--- src/rtl/hic_pkg.sv ---
// Shared types and constants for the homography inlier counter.
// Used by the channel interfaces, the front queue, the back engine and the top level.
// No dependencies.
package hic_pkg;

  // Field widths
  localparam int PtW     = 12;              // pixel coordinate
  localparam int BitW    = $clog2(PtW);     // bit index into a coordinate
  localparam int CoefW   = 48;              // Q23.24 coefficient
  localparam int CntW    = 13;              // inlier count
  localparam int NumCoefs = 8;
  localparam int IdxW    = $clog2(NumCoefs);

  // Datapath widths: projected values fit 62 bits signed, errors 76 bits signed
  localparam int AccW    = 62;
  localparam int ErrW    = 76;
  localparam int LimW    = 66;

  localparam int DefMaxPairs  = 4096;
  localparam int DefQueueDepth = 2;

  // 1.0 in Q.24, the fixed h22 term
  localparam logic signed [AccW-1:0] OneQ24 = AccW'(64'sd16777216);
  localparam logic [CoefW-1:0]       CoefOne = CoefW'(64'd16777216);

  // Register indexes
  typedef enum logic [IdxW-1:0] {
    RegH00 = 3'd0,
    RegH01 = 3'd1,
    RegH02 = 3'd2,
    RegH10 = 3'd3,
    RegH11 = 3'd4,
    RegH12 = 3'd5,
    RegH20 = 3'd6,
    RegH21 = 3'd7
  } reg_idx_t;

  typedef logic [NumCoefs-1:0][CoefW-1:0] coef_set_t;

  // One queued point pair
  typedef struct packed {
    logic [PtW-1:0] src_x;
    logic [PtW-1:0] src_y;
    logic [PtW-1:0] dst_x;
    logic [PtW-1:0] dst_y;
    logic           last_pair;
  } pair_t;

  // Back engine sequencer
  typedef enum logic [2:0] {
    StIdle,
    StProj,
    StProjFin,
    StTest,
    StSub,
    StAbs,
    StDone
  } st_t;

  typedef struct packed {
    logic load;      // pop a pair and clear accumulators
    logic proj;      // one bit step of the projection
    logic proj_fin;  // add translation terms
    logic test;      // one bit step of dst*w
    logic sub;       // subtract projection, form threshold
    logic absv;      // take magnitudes
    logic fire;      // compare, count, write result register
  } ctl_t;

endpackage

--- src/rtl/hic_if.sv ---


interface hic_out_if
  import hic_pkg::*;
();
  logic            valid;
  logic            ready;
  logic            is_inlier;
  logic [CntW-1:0] inlier_total;
  logic            set_done;

  modport source (output valid, is_inlier, inlier_total, set_done, input ready);
  modport sink   (input valid, is_inlier, inlier_total, set_done, output ready);
endinterface

--- src/rtl/hic_back.sv ---
// Back end: bit-serial projection and axis test, inlier count, result register.
// Depends on hic_pkg and hic_out_if.
module hic_back
  import hic_pkg::*;
#(
  parameter int MAX_PAIRS = DefMaxPairs
) (
  input  logic       clk,
  input  logic       rst_n,
  input  coef_set_t  coefs,
  input  logic       q_valid,
  input  pair_t      q_data,
  output logic       pop,
  hic_out_if.source  out_res
);

  localparam int CapInt = (MAX_PAIRS < 8191) ? MAX_PAIRS : 8191;
  localparam logic [CntW-1:0] CountCap = CntW'(CapInt);
  localparam logic [BitW-1:0] BitTop   = BitW'(PtW - 1);

  st_t  st_r, st_nxt;
  ctl_t ctl;

  pair_t                  pair_r;
  logic [BitW-1:0]        bit_r;
  logic signed [AccW-1:0] xp_r, yp_r, w_r;
  logic signed [ErrW-1:0] dx_r, dy_r;
  logic [AccW-1:0]        wabs_r;
  logic [LimW-1:0]        lim_r;
  logic [CntW-1:0]        cnt_r;

  logic                   out_valid_r;
  logic                   is_inlier_r, set_done_r;
  logic [CntW-1:0]        total_r;

  logic                   slot_free;
  logic signed [AccW-1:0] h00, h01, h02, h10, h11, h12, h20, h21;
  logic signed [ErrW-1:0] w_ext;
  logic                   hit;
  logic [CntW-1:0]        cnt_new;

  assign slot_free = !out_valid_r || out_res.ready;

  // Coefficients sign-extended to accumulator width
  assign h00 = AccW'($signed(coefs[RegH00]));
  assign h01 = AccW'($signed(coefs[RegH01]));
  assign h02 = AccW'($signed(coefs[RegH02]));
  assign h10 = AccW'($signed(coefs[RegH10]));
  assign h11 = AccW'($signed(coefs[RegH11]));
  assign h12 = AccW'($signed(coefs[RegH12]));
  assign h20 = AccW'($signed(coefs[RegH20]));
  assign h21 = AccW'($signed(coefs[RegH21]));
  assign w_ext = ErrW'(w_r);

  // Sequencer next state
  always_comb begin
    st_nxt = st_r;
    unique case (st_r)
      StIdle:    if (q_valid) st_nxt = StProj;
      StProj:    if (bit_r == '0) st_nxt = StProjFin;
      StProjFin: st_nxt = StTest;
      StTest:    if (bit_r == '0) st_nxt = StSub;
      StSub:     st_nxt = StAbs;
      StAbs:     st_nxt = StDone;
      StDone:    if (slot_free) st_nxt = StIdle;
      default:   st_nxt = StIdle;
    endcase
  end

  // Sequencer outputs
  always_comb begin
    ctl = '0;
    unique case (st_r)
      StIdle:    ctl.load     = q_valid;
      StProj:    ctl.proj     = 1'b1;
      StProjFin: ctl.proj_fin = 1'b1;
      StTest:    ctl.test     = 1'b1;
      StSub:     ctl.sub      = 1'b1;
      StAbs:     ctl.absv     = 1'b1;
      StDone:    ctl.fire     = slot_free;
      default:   ctl = '0;
    endcase
  end

  assign pop = ctl.load;

  always_ff @(posedge clk) begin
    if (!rst_n) begin
      st_r <= StIdle;
    end else begin
      st_r <= st_nxt;
    end
  end

  // Datapath: MSB-first shift-add over the 12 coordinate bits
  always_ff @(posedge clk) begin
    if (ctl.load) begin
      pair_r <= q_data;
      bit_r  <= BitTop;
      xp_r   <= '0;
      yp_r   <= '0;
      w_r    <= '0;
    end
    if (ctl.proj) begin
      xp_r  <= (xp_r <<< 1) + (pair_r.src_x[bit_r] ? h00 : '0)
                            + (pair_r.src_y[bit_r] ? h01 : '0);
      yp_r  <= (yp_r <<< 1) + (pair_r.src_x[bit_r] ? h10 : '0)
                            + (pair_r.src_y[bit_r] ? h11 : '0);
      w_r   <= (w_r <<< 1)  + (pair_r.src_x[bit_r] ? h20 : '0)
                            + (pair_r.src_y[bit_r] ? h21 : '0);
      bit_r <= bit_r - 1'b1;
    end
    if (ctl.proj_fin) begin
      xp_r  <= xp_r + h02;
      yp_r  <= yp_r + h12;
      w_r   <= w_r + OneQ24;
      dx_r  <= '0;
      dy_r  <= '0;
      bit_r <= BitTop;
    end
    if (ctl.test) begin
      dx_r   <= (dx_r <<< 1) + (pair_r.dst_x[bit_r] ? w_ext : '0);
      dy_r   <= (dy_r <<< 1) + (pair_r.dst_y[bit_r] ? w_ext : '0);
      wabs_r <= w_r[AccW-1] ? AccW'(-w_r) : AccW'(w_r);
      bit_r  <= bit_r - 1'b1;
    end
    if (ctl.sub) begin
      dx_r  <= dx_r - ErrW'(xp_r);
      dy_r  <= dy_r - ErrW'(yp_r);
      // 10*|w| = 8*|w| + 2*|w|
      lim_r <= (LimW'(wabs_r) << 3) + (LimW'(wabs_r) << 1);
    end
    if (ctl.absv) begin
      dx_r <= dx_r[ErrW-1] ? -dx_r : dx_r;
      dy_r <= dy_r[ErrW-1] ? -dy_r : dy_r;
    end
  end

  // Strict test on magnitudes; zero w gives a zero limit and never hits
  assign hit     = (ErrW'(dx_r) < ErrW'(lim_r)) && (ErrW'(dy_r) < ErrW'(lim_r));
  assign cnt_new = (hit && (cnt_r < CountCap)) ? cnt_r + 1'b1 : cnt_r;

  // Running count, clears after the last pair of a set
  always_ff @(posedge clk) begin
    if (!rst_n) begin
      cnt_r <= '0;
    end else if (ctl.fire) begin
      cnt_r <= pair_r.last_pair ? '0 : cnt_new;
    end
  end

  // Result register
  always_ff @(posedge clk) begin
    if (!rst_n) begin
      out_valid_r <= 1'b0;
    end else if (ctl.fire) begin
      out_valid_r <= 1'b1;
    end else if (out_res.ready) begin
      out_valid_r <= 1'b0;
    end
  end

  always_ff @(posedge clk) begin
    if (ctl.fire) begin
      is_inlier_r <= hit;
      total_r     <= cnt_new;
      set_done_r  <= pair_r.last_pair;
    end
  end

  assign out_res.valid        = out_valid_r;
  assign out_res.is_inlier    = is_inlier_r;
  assign out_res.inlier_total = total_r;
  assign out_res.set_done     = set_done_r;

endmodule

--- src/flat_wrapper.sv ---
// flat-port wrapper written by rule: the top's interface ports become plain ports
module hic_back_flat import hic_pkg::*;
#(
  parameter int MAX_PAIRS = DefMaxPairs
)
  (clk, rst_n, coefs, q_valid, q_data, pop, out_res_valid, out_res_is_inlier, out_res_inlier_total, out_res_set_done, out_res_ready);
  hic_out_if out_res_i ();
  input  logic clk;
  input  logic rst_n;
  input  coef_set_t coefs;
  input  logic q_valid;
  input  pair_t q_data;
  output logic pop;
  output wire logic [$bits(out_res_i.valid)-1:0] out_res_valid;
  output wire logic [$bits(out_res_i.is_inlier)-1:0] out_res_is_inlier;
  output wire logic [$bits(out_res_i.inlier_total)-1:0] out_res_inlier_total;
  output wire logic [$bits(out_res_i.set_done)-1:0] out_res_set_done;
  input wire logic [$bits(out_res_i.ready)-1:0] out_res_ready;
  assign out_res_valid = out_res_i.valid;
  assign out_res_is_inlier = out_res_i.is_inlier;
  assign out_res_inlier_total = out_res_i.inlier_total;
  assign out_res_set_done = out_res_i.set_done;
  assign out_res_i.ready = out_res_ready;
  hic_back #(.MAX_PAIRS(MAX_PAIRS)) u_core (.clk(clk), .rst_n(rst_n), .coefs(coefs), .q_valid(q_valid), .q_data(q_data), .pop(pop), .out_res(out_res_i));
endmodule
--- config.mk ---
export PLATFORM = sky130hd
export DESIGN_NAME = hic_back_flat
export DESIGN_NICKNAME = d
export VERILOG_FILES = /design/src/rtl/hic_pkg.sv /design/src/rtl/hic_if.sv /design/src/rtl/hic_back.sv /design/src/flat_wrapper.sv
export SDC_FILE = /design/constraint.sdc
export NUM_CORES = 2
export LEC_CHECK = 0
export BUFFER_PORTS_ARGS = -buffer_cell sky130_fd_sc_hd__buf_4
export CORE_UTILIZATION = 43
export CTS_BUF_LIST = sky130_fd_sc_hd__clkbuf_8
export DETAILED_ROUTE_END_ITERATION = 10
export PLACE_DENSITY = 0.62
export SYNTH_ARGS = -nofsm -noshare
export SYNTH_HDL_FRONTEND = slang
export SYNTH_SLANG_ARGS = --single-unit
--- constraint.sdc ---
create_clock -name clk -period 6.3 [get_ports clk]
set_clock_uncertainty 0.1 [all_clocks]
set_input_delay 1.26 -clock clk [delete_from_list [all_inputs] [get_ports clk]]
set_output_delay 1.26 -clock clk [all_outputs]
set_load 0.02 [all_outputs]
==> flow_summary.toml <==
[run_status]
outcome = "finished clean"

[routing]
drt-wirelength-per-cell_um = 22.58
drt_iter0_markers = 5807
detail_route.wirelength_um = 263800
viasPerCell = 6.013
drcViolationCount = 0
drtAntennaViolNets = 0
dr.pass1.iters = 6
vias = 70250

[place]
pre_cts_ws_ns = 0.09424
placed_cell_area_um2 = 79740
placed_cells = 11460
gp_congestion = 1.003
dp_hpwl_um = 214200
portBuffers = 453

[global_routing]
first_global_vias = 67980
use_met1_pct = 38.25
met2_usage_pct = 49.47
met3_usage_pct = 4.425
antenna_found_initial = 8
grt_first_pass_wirelength_um = 399700
grt_max_degree = 122
top_usage_layer = "met2"
grt.total_usage_pct = 29.41
grt.overflow.total = 0

[synthesis]
syn_inst = 9010
ys_types = 89
avgSynthCellArea_um2 = 8.152
synthAdderAreaFrac_pct = 18.82
synth.area.mux_share_pct = 0.5775
seq_area_frac_synth_pct = 22.26
synthSimpleGateAreaFrac_pct = 17.37
synth_top_family_by_area = "compound AO/OA/AOI/OAI gates"
synth_compound_area_share_pct = 25.25
synth_edf_count = 533
async_flop_share_pct = 0
syn_nets = 10440
synthFlopType = "edfxtp_1"
ys_warn_count = 0
synth_area_um2 = 73450
synth_xor_area_share_pct = 10.04
synth-seq-cells = 550

[sta]
hold_viol_final = 0
finalCritPeriodShare_pct = 97.15
max_freq_ghz = 0.1634
rsz0062_at_grt = "yes"
period_minus_slack_ns = 6.120
worstMarginPinSlew_ns = 1.358
maxSlewHeadroom_pct = 8.797
drv_slew = 0
setup_ws_ns = 0.1798
setup_violations = 0

[clock_network]
cts_hold_buffers = 0
cts_buffers = 114
clockBufferDepth = 3
cts_tree = "built"
clkSinkCount = 550
clk_pin_slew_ns = 0.07
clk-insertion-delay-late_ns = 0.88
htreeDepth = 3
cts_root_buf = "clkbuf_8"

[worst_setup_path]
critPathRequiredTime_ns = 6.79
cp-start-kind = "register"
critPathKind = "reg -> reg"
crit_arrival_ns = 6.61
worstPathMaxFanout = 13
endpoint_kind = "register"

[power]
powerDensity_nw_per_um2 = 277.0
leakage_uw = 0.03556
ir_drop_v = 0.0001839

[floorplan]
rows = 151
fp.dieW_um = 415.3
die_h_um = 415.3
ios = 454
coreArea_um2 = 169500
dieArea_um2 = 172500
initial_utilization_pct = 43.34

[layout]
stdcell_area_um2 = 82210
multiInputGateArea_um2 = 53220
fin_cells = 11680
ff_latch_area_um2 = 16350
post_route_cells_drive_above_1_share_pct = 9.876
fillCellCount = 16780
nets = 10790
area_growth_pct = 11.93

[job]
maxCapViolCount = 0

[worst_hold_path]
hold_path_class = "reg -> reg"
## report_power, final
group | total, uW | switching, uW | internal, uW | leakage (uW)
Sequential | 5040 | 562 | 4480 | 0.00499
Clock | 3910 | 1900 | 2010 | 0.00128
Combinational | 13800 | 8250 | 5570 | 0.0293
## cell usage after synthesis, types with 52 or more instances
cell	count	share of area (%)
a22oi_1	85	0.87
edfxtp_1	533	22
and2_1	169	1.4
clkbuf_1	397	2.0
nor2_1	427	2.2
nand3_1	209	1.4
a211oi_1	65	0.66
o21a_1	83	0.85
and3_1	65	0.55
fa_1	190	5.2
a31oi_1	100	0.85
a21o_1	485	5.0
o22ai_1	146	1.2
o21ai_0	566	3.9
nor4_1	76	0.65
xor2_1	334	4.0
xnor2_1	508	6.1
nor2b_1	94	0.80
or3_1	67	0.57
inv_1	688	3.5
nand2b_1	89	0.76
o31ai_1	55	0.56
nand2_1	893	4.6
o21bai_1	129	1.3
a21oi_1	775	5.3
nor3_1	165	1.1
o221ai_1	52	0.62
ha_1	801	14
nand4_1	202	1.7
## per-stage QoR
step	power (uW)	util, %	TNS (ns)	hold WS [ns]
2_1_floorplan	14530	-	0	0.3334
3_3_place_gp	18520	47.05	0	0.3473
3_5_place_dp	18550	47.05	0	0.3633
4_1_cts	22590	48.36	0	0.3789
5_1_grt	24360	48.50	-0.03745	0.3882
6_report	22770	48.51	0	0.3940
## logic make-up after synthesis
family,count (synthesis)
muxes,27
adders and majority gates,991
xor gates and xnor gates,842
and+or+nand+nor,2605
AOI/OAI and AO/OA,2889
DFF,550
buffers and inverters,1106
## per-layer routing
layer | part of all wire (%) | routed length [um] | vias up
li1 | - | - | 33740
met1 | 43 | 113300 | 33720
met2 | 47 | 124800 | 2359
met3 | 6.1 | 16140 | 431
met4 | 3.6 | 9603 | 0
met5 | 0 | 0 | -
## registers in the layout, indices dropped and copies added (netlist names), 4 cells and up
name and flops:
u_core.dy_r 76, u_core.pair_r 49, u_core.lim_r 65, u_core.w_r 62
u_core.dx_r 76, u_core.wabs_r 62, u_core.bit_r 4, u_core.yp_r 62
u_core.out_res.inlier_total 13, u_core.cnt_r 13, u_core.xp_r 62
## placed cells by master, fill, tap and decap left out, drive strengths merged, types with 24 or more instances in the layout
master  Yosys  layout
o21a       83      83
nand2     896     896
o41ai      30      30
o221ai     52      52
ha        801     801
o211ai     40      40
nor3      166     166
clkinv      2      45
a41oi      24      24
a211oi     65      65
nand3     209     209
o21ai     572     572
a31oi     100     100
a21boi     28      28
and3       65      65
fa        190     190
inv       688     730
nor2      428     428
a22oi      85      85
buf        19     653
a21oi     775     775
or3        71      71
a221oi     33      33
or2        29      29
xor2      334     334
edfxtp    533     533
nand2b     89      89
o22ai     146     146
nor2b      94      94
or4        43      43
xnor2     508     508
a21o      485     485
o21bai    129     129
nor4       76      76
clkbuf    397     117
o31ai      58      58
nand4     202     202
and2      170     170
## worst max-delay path, cell delays in order (launching register included)
cell and delay, ns:
edfxtp_1 0.36, buf_4 0.24, mux4_2 0.53, mux2i_1 0.28, o22ai_4 0.28, and2_1 0.25
ha_1 0.23, fa_1 0.42, a21o_1 0.21, and4b_1 0.23, o2111ai_2 0.30, o211ai_1 0.27
a221o_1 0.45, a21oi_1 0.17, buf_4 0.16, o21a_1 0.24, o21ai_0 0.20, a22oi_1 0.31
nor4_1 0.10, a211oi_1 0.36, nand3_1 0.12
## layout make-up
cell class,count,area share [%]
multi-input cells,7354,64.74
diodes,8,0.02435
well taps,2218,3.376
inverters,690,3.160
clock inverters,93,0.7321
clock buffers,117,1.959
flip-flops and latches,550,19.88
repair buffers,653,6.125
## repair_timing
action,in CTS,in global routing
gates resized for setup,0,39
setup endpoints to repair,0,68
setup buffers,0,6
endpoints found under the hold margin,0,0
## worst paths after layout
check | startpoint | slack [ns] | endpoint | depth (start not counted)
max | u_core.bit_r[0] | 0.18 | u_core.dy_r[75] | 20
min | u_core.wabs_r[0] | 0.39 | u_core.lim_r[1] | 0
max reg2reg | u_core.bit_r[0] | 0.18 | u_core.dy_r[75] | 20
min reg2reg | u_core.wabs_r[0] | 0.39 | u_core.lim_r[1] | 0
Note: power is estimated with default switching activity, not from simulation.
