**config.mk**
```make
export PLATFORM = sky130hd
export DESIGN_NAME = hic_front_flat
export DESIGN_NICKNAME = d
export VERILOG_FILES = /design/src/rtl/hic_pkg.sv /design/src/rtl/hic_if.sv /design/src/rtl/hic_front.sv /design/src/flat_wrapper.sv
export SDC_FILE = /design/constraint.sdc
export NUM_CORES = 1
export LEC_CHECK = 0
export BUFFER_PORTS_ARGS = -buffer_cell sky130_fd_sc_hd__buf_2
export CORE_ASPECT_RATIO = 0.6
export CORE_UTILIZATION = 45
export DETAILED_ROUTE_END_ITERATION = 10
export PLACE_DENSITY_LB_ADDON = 0.12
export RECOVER_POWER = 100
export SYNTH_ARGS = -nofsm -noshare
export SYNTH_HDL_FRONTEND = slang
export SYNTH_SLANG_ARGS = --single-unit
```
**constraint.sdc**
```tcl
create_clock -name clk -period 6.6 [get_ports clk]
set_clock_uncertainty 0.15 [all_clocks]
set_input_delay 0.33 -clock clk [delete_from_list [all_inputs] [get_ports clk]]
set_output_delay 0.33 -clock clk [all_outputs]
set_load 0.02 [all_outputs]
```
**src/rtl/hic_pkg.sv**
```systemverilog
// Shared types and constants for the homography inlier counter.
// Used by the channel interfaces, the front queue, the back engine and the top level.
// No dependencies.
package hic_pkg;

  // Field widths
  localparam int PtW     = 12;              // pixel coordinate
  localparam int BitW    = $clog2(PtW);     // bit index into a coordinate
  localparam int CoefW   = 48;              // Q23.24 coefficient
  localparam int CntW    = 13;              // inlier count
  localparam int NumCoefs = 8;
  localparam int IdxW    = $clog2(NumCoefs);

  // Datapath widths: projected values fit 62 bits signed, errors 76 bits signed
  localparam int AccW    = 62;
  localparam int ErrW    = 76;
  localparam int LimW    = 66;

  localparam int DefMaxPairs  = 4096;
  localparam int DefQueueDepth = 2;

  // 1.0 in Q.24, the fixed h22 term
  localparam logic signed [AccW-1:0] OneQ24 = AccW'(64'sd16777216);
  localparam logic [CoefW-1:0]       CoefOne = CoefW'(64'd16777216);

  // Register indexes
  typedef enum logic [IdxW-1:0] {
    RegH00 = 3'd0,
    RegH01 = 3'd1,
    RegH02 = 3'd2,
    RegH10 = 3'd3,
    RegH11 = 3'd4,
    RegH12 = 3'd5,
    RegH20 = 3'd6,
    RegH21 = 3'd7
  } reg_idx_t;

  typedef logic [NumCoefs-1:0][CoefW-1:0] coef_set_t;

  // One queued point pair
  typedef struct packed {
    logic [PtW-1:0] src_x;
    logic [PtW-1:0] src_y;
    logic [PtW-1:0] dst_x;
    logic [PtW-1:0] dst_y;
    logic           last_pair;
  } pair_t;

  // Back engine sequencer
  typedef enum logic [2:0] {
    StIdle,
    StProj,
    StProjFin,
    StTest,
    StSub,
    StAbs,
    StDone
  } st_t;

  typedef struct packed {
    logic load;      // pop a pair and clear accumulators
    logic proj;      // one bit step of the projection
    logic proj_fin;  // add translation terms
    logic test;      // one bit step of dst*w
    logic sub;       // subtract projection, form threshold
    logic absv;      // take magnitudes
    logic fire;      // compare, count, write result register
  } ctl_t;

endpackage

```
**src/rtl/hic_if.sv**
```systemverilog
// Valid/ready channel interfaces for point pairs in and results out.
// Depends on hic_pkg.
interface hic_in_if
  import hic_pkg::*;
();
  logic           valid;
  logic           ready;
  logic [PtW-1:0] src_x;
  logic [PtW-1:0] src_y;
  logic [PtW-1:0] dst_x;
  logic [PtW-1:0] dst_y;
  logic           last_pair;

  modport source (output valid, src_x, src_y, dst_x, dst_y, last_pair, input ready);
  modport sink   (input valid, src_x, src_y, dst_x, dst_y, last_pair, output ready);
endinterface


```
**src/rtl/hic_front.sv**
```systemverilog
// Front end: accepts point pair beats and holds them in a short queue.
// Depends on hic_pkg and hic_in_if.
module hic_front
  import hic_pkg::*;
#(
  parameter int DEPTH = DefQueueDepth
) (
  input  logic       clk,
  input  logic       rst_n,
  hic_in_if.sink     in_pair,
  input  logic       pop,
  output logic       q_valid,
  output pair_t      q_data
);

  localparam int PtrW = (DEPTH > 1) ? $clog2(DEPTH) : 1;
  localparam int CntQW = $clog2(DEPTH + 1);

  pair_t             mem_r [DEPTH];
  logic [PtrW-1:0]   wr_ptr_r, rd_ptr_r;
  logic [CntQW-1:0]  fill_r;
  logic              push;

  assign in_pair.ready = (fill_r != CntQW'(DEPTH));
  assign push          = in_pair.valid && in_pair.ready;
  assign q_valid       = (fill_r != '0);
  assign q_data        = mem_r[rd_ptr_r];

  // Pointers and fill level
  always_ff @(posedge clk) begin
    if (!rst_n) begin
      wr_ptr_r <= '0;
      rd_ptr_r <= '0;
      fill_r   <= '0;
    end else begin
      if (push) begin
        wr_ptr_r <= (wr_ptr_r == PtrW'(DEPTH - 1)) ? '0 : wr_ptr_r + 1'b1;
      end
      if (pop) begin
        rd_ptr_r <= (rd_ptr_r == PtrW'(DEPTH - 1)) ? '0 : rd_ptr_r + 1'b1;
      end
      if (push && !pop) begin
        fill_r <= fill_r + 1'b1;
      end else if (pop && !push) begin
        fill_r <= fill_r - 1'b1;
      end
    end
  end

  // Payload storage
  always_ff @(posedge clk) begin
    if (push) begin
      mem_r[wr_ptr_r] <= '{src_x:     in_pair.src_x,
                           src_y:     in_pair.src_y,
                           dst_x:     in_pair.dst_x,
                           dst_y:     in_pair.dst_y,
                           last_pair: in_pair.last_pair};
    end
  end

endmodule

```
**src/flat_wrapper.sv**
```systemverilog
// flat-port wrapper written by rule: the top's interface ports become plain ports
module hic_front_flat import hic_pkg::*;
#(
  parameter int DEPTH = DefQueueDepth
)
  (clk, rst_n, pop, q_valid, q_data, in_pair_valid, in_pair_src_x, in_pair_src_y, in_pair_dst_x, in_pair_dst_y, in_pair_last_pair, in_pair_ready);
  hic_in_if in_pair_i ();
  input  logic clk;
  input  logic rst_n;
  input  logic pop;
  output logic q_valid;
  output pair_t q_data;
  input wire logic [$bits(in_pair_i.valid)-1:0] in_pair_valid;
  input wire logic [$bits(in_pair_i.src_x)-1:0] in_pair_src_x;
  input wire logic [$bits(in_pair_i.src_y)-1:0] in_pair_src_y;
  input wire logic [$bits(in_pair_i.dst_x)-1:0] in_pair_dst_x;
  input wire logic [$bits(in_pair_i.dst_y)-1:0] in_pair_dst_y;
  input wire logic [$bits(in_pair_i.last_pair)-1:0] in_pair_last_pair;
  output wire logic [$bits(in_pair_i.ready)-1:0] in_pair_ready;
  assign in_pair_i.valid = in_pair_valid;
  assign in_pair_i.src_x = in_pair_src_x;
  assign in_pair_i.src_y = in_pair_src_y;
  assign in_pair_i.dst_x = in_pair_dst_x;
  assign in_pair_i.dst_y = in_pair_dst_y;
  assign in_pair_i.last_pair = in_pair_last_pair;
  assign in_pair_ready = in_pair_i.ready;
  hic_front #(.DEPTH(DEPTH)) u_core (.clk(clk), .rst_n(rst_n), .in_pair(in_pair_i), .pop(pop), .q_valid(q_valid), .q_data(q_data));
endmodule
```
==> results of run 1 <==
-- area by class of cell --
class | instances | area (sq um) | share of cell area
Clock buffer | 12 | 236 | 0.0516
Inverter | 2 | 7.51 | 0.00164
Tap cell | 108 | 135 | 0.0295
Timing Repair Buffer | 105 | 434 | 0.0948
Clock inverter | 4 | 46.3 | 0.0101
Multi-Input combinational cell | 66 | 678 | 0.148
Sequential cell | 103 | 3040 | 0.664
-- Yosys cell counts --
master / instances
and2_1: 4
inv_1: 2
a21boi_1: 1
or2_2: 1
xnor2_1: 1
nand2b_4: 1
nand3b_1: 1
o21ai_0: 1
dfxtp_1: 5
buf_6: 2
buf_2: 3
ha_1: 1
a21boi_0: 1
or3_1: 1
a21bo_2: 1
mux2_2: 49
and3_1: 1
xor2_1: 2
edfxtp_1: 98
-- flip-flops by register name, summed over array words and instances, names as in the netlist, named ones only --
name             cells
u_core.mem_r        98
u_core.fill_r        2
u_core.wr_ptr_r      1
u_core.rd_ptr_r      1
-- metal layers --
metal	share of wire	wire, um	vias up	global-route usage
met4	0.014	86	0	0.0658
met2	0.45	2790	66	0.220
met5	0	0	-	0
met1	0.45	2840	901	0.201
li1	-	-	904	-
met3	0.086	538	8	0.0734
-- power by group --
group | switching (W) | leakage (nW) | internal, W
Sequential | 0.0000192 | 0.956 | 0.000795
Combinational | 0.000149 | 0.463 | 0.0000811
Clock | 0.000208 | 0.134 | 0.000292
Total | 0.000376 | 1.55 | 0.00117
-- worst max-delay path: cells and delay by family, from the launching register on --
| family | cells | cell delay (ns) |
|---|---|---|
| flops | 1 | 0.85 |
| mux | 1 | 0.40 |
| buf+inv | 2 | 1.64 |
-- metrics by stage --
| stage | utilization | hold slack, ns | area [sq um] | worst slack [ns] |
|---|---|---|---|---|
| 2_1_floorplan | - | 0.279 | 3770 | 4.24 |
| 4_1_cts | 0.585 | 0.0147 | 4690 | 4.06 |
| 6_report | 0.572 | 0.0339 | 4580 | 2.89 |
| 3_5_place_dp | 0.550 | 0.371 | 4400 | 4.44 |
| 3_3_place_gp | 0.550 | 0.369 | 4400 | 4.40 |
| 5_1_grt | 0.572 | 0.0158 | 4580 | 2.53 |
-- logic make-up (layout without fill, tap and decap cells) --
family | count (synthesis) | after routing | synth area share
AO/OA/AOI/OAI | 4 | 4 | 0.00796
XOR/XNOR | 3 | 3 | 0.00696
adder cells (fa/ha/maj) | 1 | 1 | 0.00332
buffers and inverters | 7 | 123 | 0.0119
flip-flops | 103 | 103 | 0.806
multiplexers | 49 | 49 | 0.146
AND/OR/NAND/NOR | 9 | 9 | 0.0172
-- how the worst min path moves through the flow --
stage,end,cells past startpoint
2_1_floorplan,u_core.mem_r[0][0],0
3_3_place_gp,u_core.mem_r[1][38],1
3_5_place_dp,u_core.mem_r[1][17],1
4_1_cts,u_core.mem_r[1][11],1
5_1_grt,u_core.mem_r[0][47],1
6_report,u_core.mem_r[1][11],1
==> impl_metrics.env, run 1 <==
export IMPL_outcome="complete, but fails checks"
export IMPL_violations="max-capacitance violations, max-slew violations"
export IMPL_syn_instance_count=176
export IMPL_port_buffers=103
export IMPL_grt_ovfl_total=0
export IMPL_layout_drive_gt1_share=0.322
export IMPL_ctsLongestPathBuffers=2
export IMPL_maxCapViolCount=3
export IMPL_tightestPinTransition_ns=1.96
export IMPL_postCtsSetupBuffers=0
export IMPL_drc_errors=0
export IMPL_place_congestion=0.663
export IMPL_cts_tree="built"
export IMPL_critical_path_max_stage_delay_ns=1.40
export IMPL_die_area_sq_um=8770
export IMPL_p_per_area_nw_per_um2=337
export IMPL_min_period_ns=3.71
export IMPL_hold_buffers=0
export IMPL_startpoint_type="register"
export IMPL_worstSetupPathType="register to primary output"
export IMPL_start_util=0.471
export IMPL_path_clk_slew_ns=0.06
export IMPL_path_cells="clkbuf_1 -> mux2_2 -> clkbuf_1"
export IMPL_nNetsFinal=341
export IMPL_drtAntennaViolNets=0
export IMPL_clock_root_buffer="clkbuf_16"
export IMPL_hold_class="primary input to register"
export IMPL_vias=1879
export IMPL_placed_cells=384
export IMPL_timing_rr_end="u_core.mem_r[1][20]"
export IMPL_clkLatencyLatePin_ns=0.33
export IMPL_yosysWarnings=0
export IMPL_synthDistinctLibCells=19
export IMPL_vdd_drop_max_mv=0.191
export IMPL_cts_inserted_buffers=9
export IMPL_mostFrequentLayoutCells="98 x edfxtp_1, 76 x clkbuf_1, 48 x mux2_2"
export IMPL_cp_max_fo=32
export IMPL_syn_avg_cell_area_sq_um=21.4
export IMPL_rows=25
export IMPL_n_antenna_cell=0
export IMPL_r2r_cells=3
export IMPL_setup_viol=0
export IMPL_slew_viol_final=110
export IMPL_post_drt_via_cell_ratio=4.70
export IMPL_cts_resized=0
export IMPL_drt_first_pass_iters=4
export IMPL_rr_startpoint="u_core.fill_r[0]"
export IMPL_antenna_found_initial=0
export IMPL_hpwl_um=4010
export IMPL_routedWlPerCell_um=15.6
export IMPL_crit_path_top_delay_cell="clkbuf_1"
export IMPL_core_sq_um=8010
export IMPL_grt_pass1_vias=1874
export IMPL_die_w_um=120
export IMPL_endpoint_kind="primary output"
export IMPL_yosysTopAreaCell="edfxtp_1"
export IMPL_final_hold_viol_count=0
export IMPL_seq_area_frac_synth=0.806
export IMPL_cts_max_level=3
export IMPL_layout_cells_non_filler=400
export IMPL_rsz0062_at_grt="no"
export IMPL_mostFrequentLayoutCell="edfxtp_1"
export IMPL_ys_ff_latch=103
export IMPL_crit_arrival_ns=3.23
export IMPL_synth_nets=230
export IMPL_area_growth_synth_to_final_pct=21.4
export IMPL_p_leak_nw=1.55
export IMPL_finalWirelength_um=6250
export IMPL_grt_usage=0.154
export IMPL_drtIter0Drc=86
export IMPL_netlist_area_sq_um=3770
export IMPL_slew_headroom=-0.310
export IMPL_min_from="in_pair_dst_y[10]"
export IMPL_synth_top_area_share=0.780
export IMPL_grt_first_pass_wirelength_um=9520
export IMPL_reg2reg_slack_ns=3.33
export IMPL_fmax_mhz=270
export IMPL_synth_top_cells_by_area="edfxtp_1 78%, mux2_2 15%, dfxtp_1 2.7%"
export IMPL_post_route_period_util=0.562
export IMPL_p_total_w=0.00154
export IMPL_cp_required_ns=6.12
export IMPL_cp_common_cell="clkbuf_1"
export IMPL_io_pins=104
export IMPL_fin_tns_setup_ns=0
export IMPL_grt_max_degree=50
export IMPL_cts_sinks=103
export IMPL_endpoint="q_data[4]"
export IMPL_fill_cells=683
export IMPL_die_h_um=72.9
Power figures use the tool's default switching activity.
==> run 2: changes to the inputs <==
Clock period 6.6 ns to 3.1 ns, I/O delays scaled along.
==> run 2 against run 1 <==
Sequential share of layout area is 6.9 points lower. Critical path depth stayed put. Combinational power is 140% higher. Critical endpoint is now q_data[29]. Setup slack worse by 2.3 ns. Final cell count is 13% higher. Utilization is 6.6 points higher. Clock-buffer cell count is 2 lower. Non-clock buffer count is 52 higher. Global-route usage is 0.75 points higher. The run now ends clean. Register-to-register slack worse by 2.6 ns.
==> impl_metrics.env, run 2 (synthesis gave the netlist of run 1 again) <==
export IMPL_largest_reg_flops=98
export IMPL_cp_num_buf_inv=2
export IMPL_drtIter0Drc=94
export IMPL_cp_required_ns=2.79
export IMPL_outcome="complete, no violations"
export IMPL_p_leak_nw=1.76
export IMPL_fill_cells=659
export IMPL_area_growth_synth_to_final_pct=35.3
export IMPL_slew_viol_final=0
export IMPL_p_per_area_nw_per_um2=637
export IMPL_hold_class="primary input to register"
export IMPL_clkLatencyLatePin_ns=0.33
export IMPL_vdd_drop_max_mv=0.346
export IMPL_path_cells="buf_12 -> mux2_1 -> buf_2"
export IMPL_regMostFlops="u_core.mem_r"
export IMPL_p_total_w=0.00325
export IMPL_fmax_mhz=399
export IMPL_post_route_period_util=0.808
export IMPL_grt_ovfl_total=0
export IMPL_dp_slack_ns=1.19
export IMPL_startpoint_type="register"
export IMPL_routedWlPerCell_um=14.6
export IMPL_drtAntennaViolNets=0
export IMPL_io_pins=104
export IMPL_mostFrequentLayoutCell="edfxtp_1"
export IMPL_antenna_found_initial=0
export IMPL_postCtsSetupBuffers=0
export IMPL_hold_ws_ns=0.0331
export IMPL_maxCapViolCount=0
export IMPL_clock_root_buffer="clkbuf_16"
export IMPL_grt_usage=0.161
export IMPL_crit_path_top_delay_cell="dfxtp_1"
export IMPL_n_antenna_cell=0
export IMPL_drt_first_pass_iters=4
export IMPL_rsz0062_at_grt="no"
export IMPL_crit_arrival_ns=2.20
export IMPL_drc_errors=0
export IMPL_vias=2091
export IMPL_ctsLongestPathBuffers=2
export IMPL_cts_max_level=3
export IMPL_grt_first_pass_wirelength_um=10300
export IMPL_layout_drive_gt1_share=0.257
export IMPL_start_util=0.471
export IMPL_setup_viol=0
export IMPL_grt_max_degree=30
export IMPL_place_congestion=0.708
export IMPL_path_delay_family="flip-flops"
export IMPL_port_buffers=103
export IMPL_hpwl_um=3810
export IMPL_path_clk_slew_ns=0.06
export IMPL_cts_sinks=103
export IMPL_reg_top3="u_core.mem_r: 98 flops, u_core.fill_r: 2 flops"
export IMPL_finalWirelength_um=6590
export IMPL_final_hold_viol_count=0
export IMPL_worstSetupPathType="register to primary output"
export IMPL_min_period_ns=2.50
export IMPL_die_h_um=72.9
export IMPL_die_w_um=120
export IMPL_grt_pass1_vias=2154
export IMPL_critical_path_max_stage_delay_ns=0.99
export IMPL_die_area_sq_um=8770
export IMPL_fin_tns_setup_ns=0
export IMPL_core_sq_um=8010
export IMPL_tightestPinTransition_ns=1.21
export IMPL_endpoint_kind="primary output"
export IMPL_cp_max_fo=29
export IMPL_slew_headroom=0.193
export IMPL_nNetsFinal=393
export IMPL_cts_tree="built"
export IMPL_cts_inserted_buffers=9
export IMPL_worst_slack_ns=0.596
export IMPL_mostFrequentLayoutCells="98 x edfxtp_1, 79 x clkbuf_1, 51 x dlygate4sd3_1"
export IMPL_post_drt_via_cell_ratio=4.64
export IMPL_rows=25
==> run 2: where the power goes <==
part | switching [W] | total, W | internal [W]
registers | 0.0000414 | 0.00173 | 0.00169
clock network | 0.000430 | 0.000962 | 0.000532
logic | 0.000333 | 0.000562 | 0.000229
==> run 2: routing by layer <==
layer | wire length (um) | track usage
met4 | 58 | 0.0549
met2 | 3250 | 0.275
met3 | 331 | 0.0508
met1 | 2950 | 0.197
met5 | 0 | 0
==> run 2: cell type report <==
cell class	count	area (sq um)	area share
Clock inverter	5	26.3	0.00514
Tap cell	108	135	0.0265
Clock buffer	10	229	0.0448
Multi-Input combinational cell	66	678	0.133
Timing Repair Buffer	157	988	0.194
Inverter	2	7.51	0.00147
Sequential cell	103	3040	0.596
==> run 2: worst register-to-register path, stage by stage, from the launching register on <==
cell	delay [ns]
dfxtp_1	0.38
nand2b_1	0.22
and3_1	0.99
buf_12	0.31
==> run 2: worst paths after layout <==
check,start,end,slack [ns],depth (start not counted)
setup / recovery,register,q_data[29],0.60,3
hold / removal,pop,register,0.03,3
setup reg to reg,u_core.fill_r[0],u_core.mem_r[1][40],0.74,3
hold reg to reg,u_core.fill_r[1],u_core.fill_r[1],0.37,2
==> run 2: timing repair <==
item | 4_1_cts | 5_1_grt
resized for setup | 0 | 0
hold buffers | 51 | 0
hold endpoints to repair | 103 | 0
==> run 2: metrics by stage <==
stage / util / instance area, sq um / std cells
6_report: 0.638 / 5110 / 451
5_1_grt: 0.638 / 5110 / 451
4_1_cts: 0.651 / 5220 / 451
3_5_place_dp: 0.556 / 4450 / 385
3_3_place_gp: 0.556 / 4450 / 385
2_1_floorplan: - / 3770 / 176
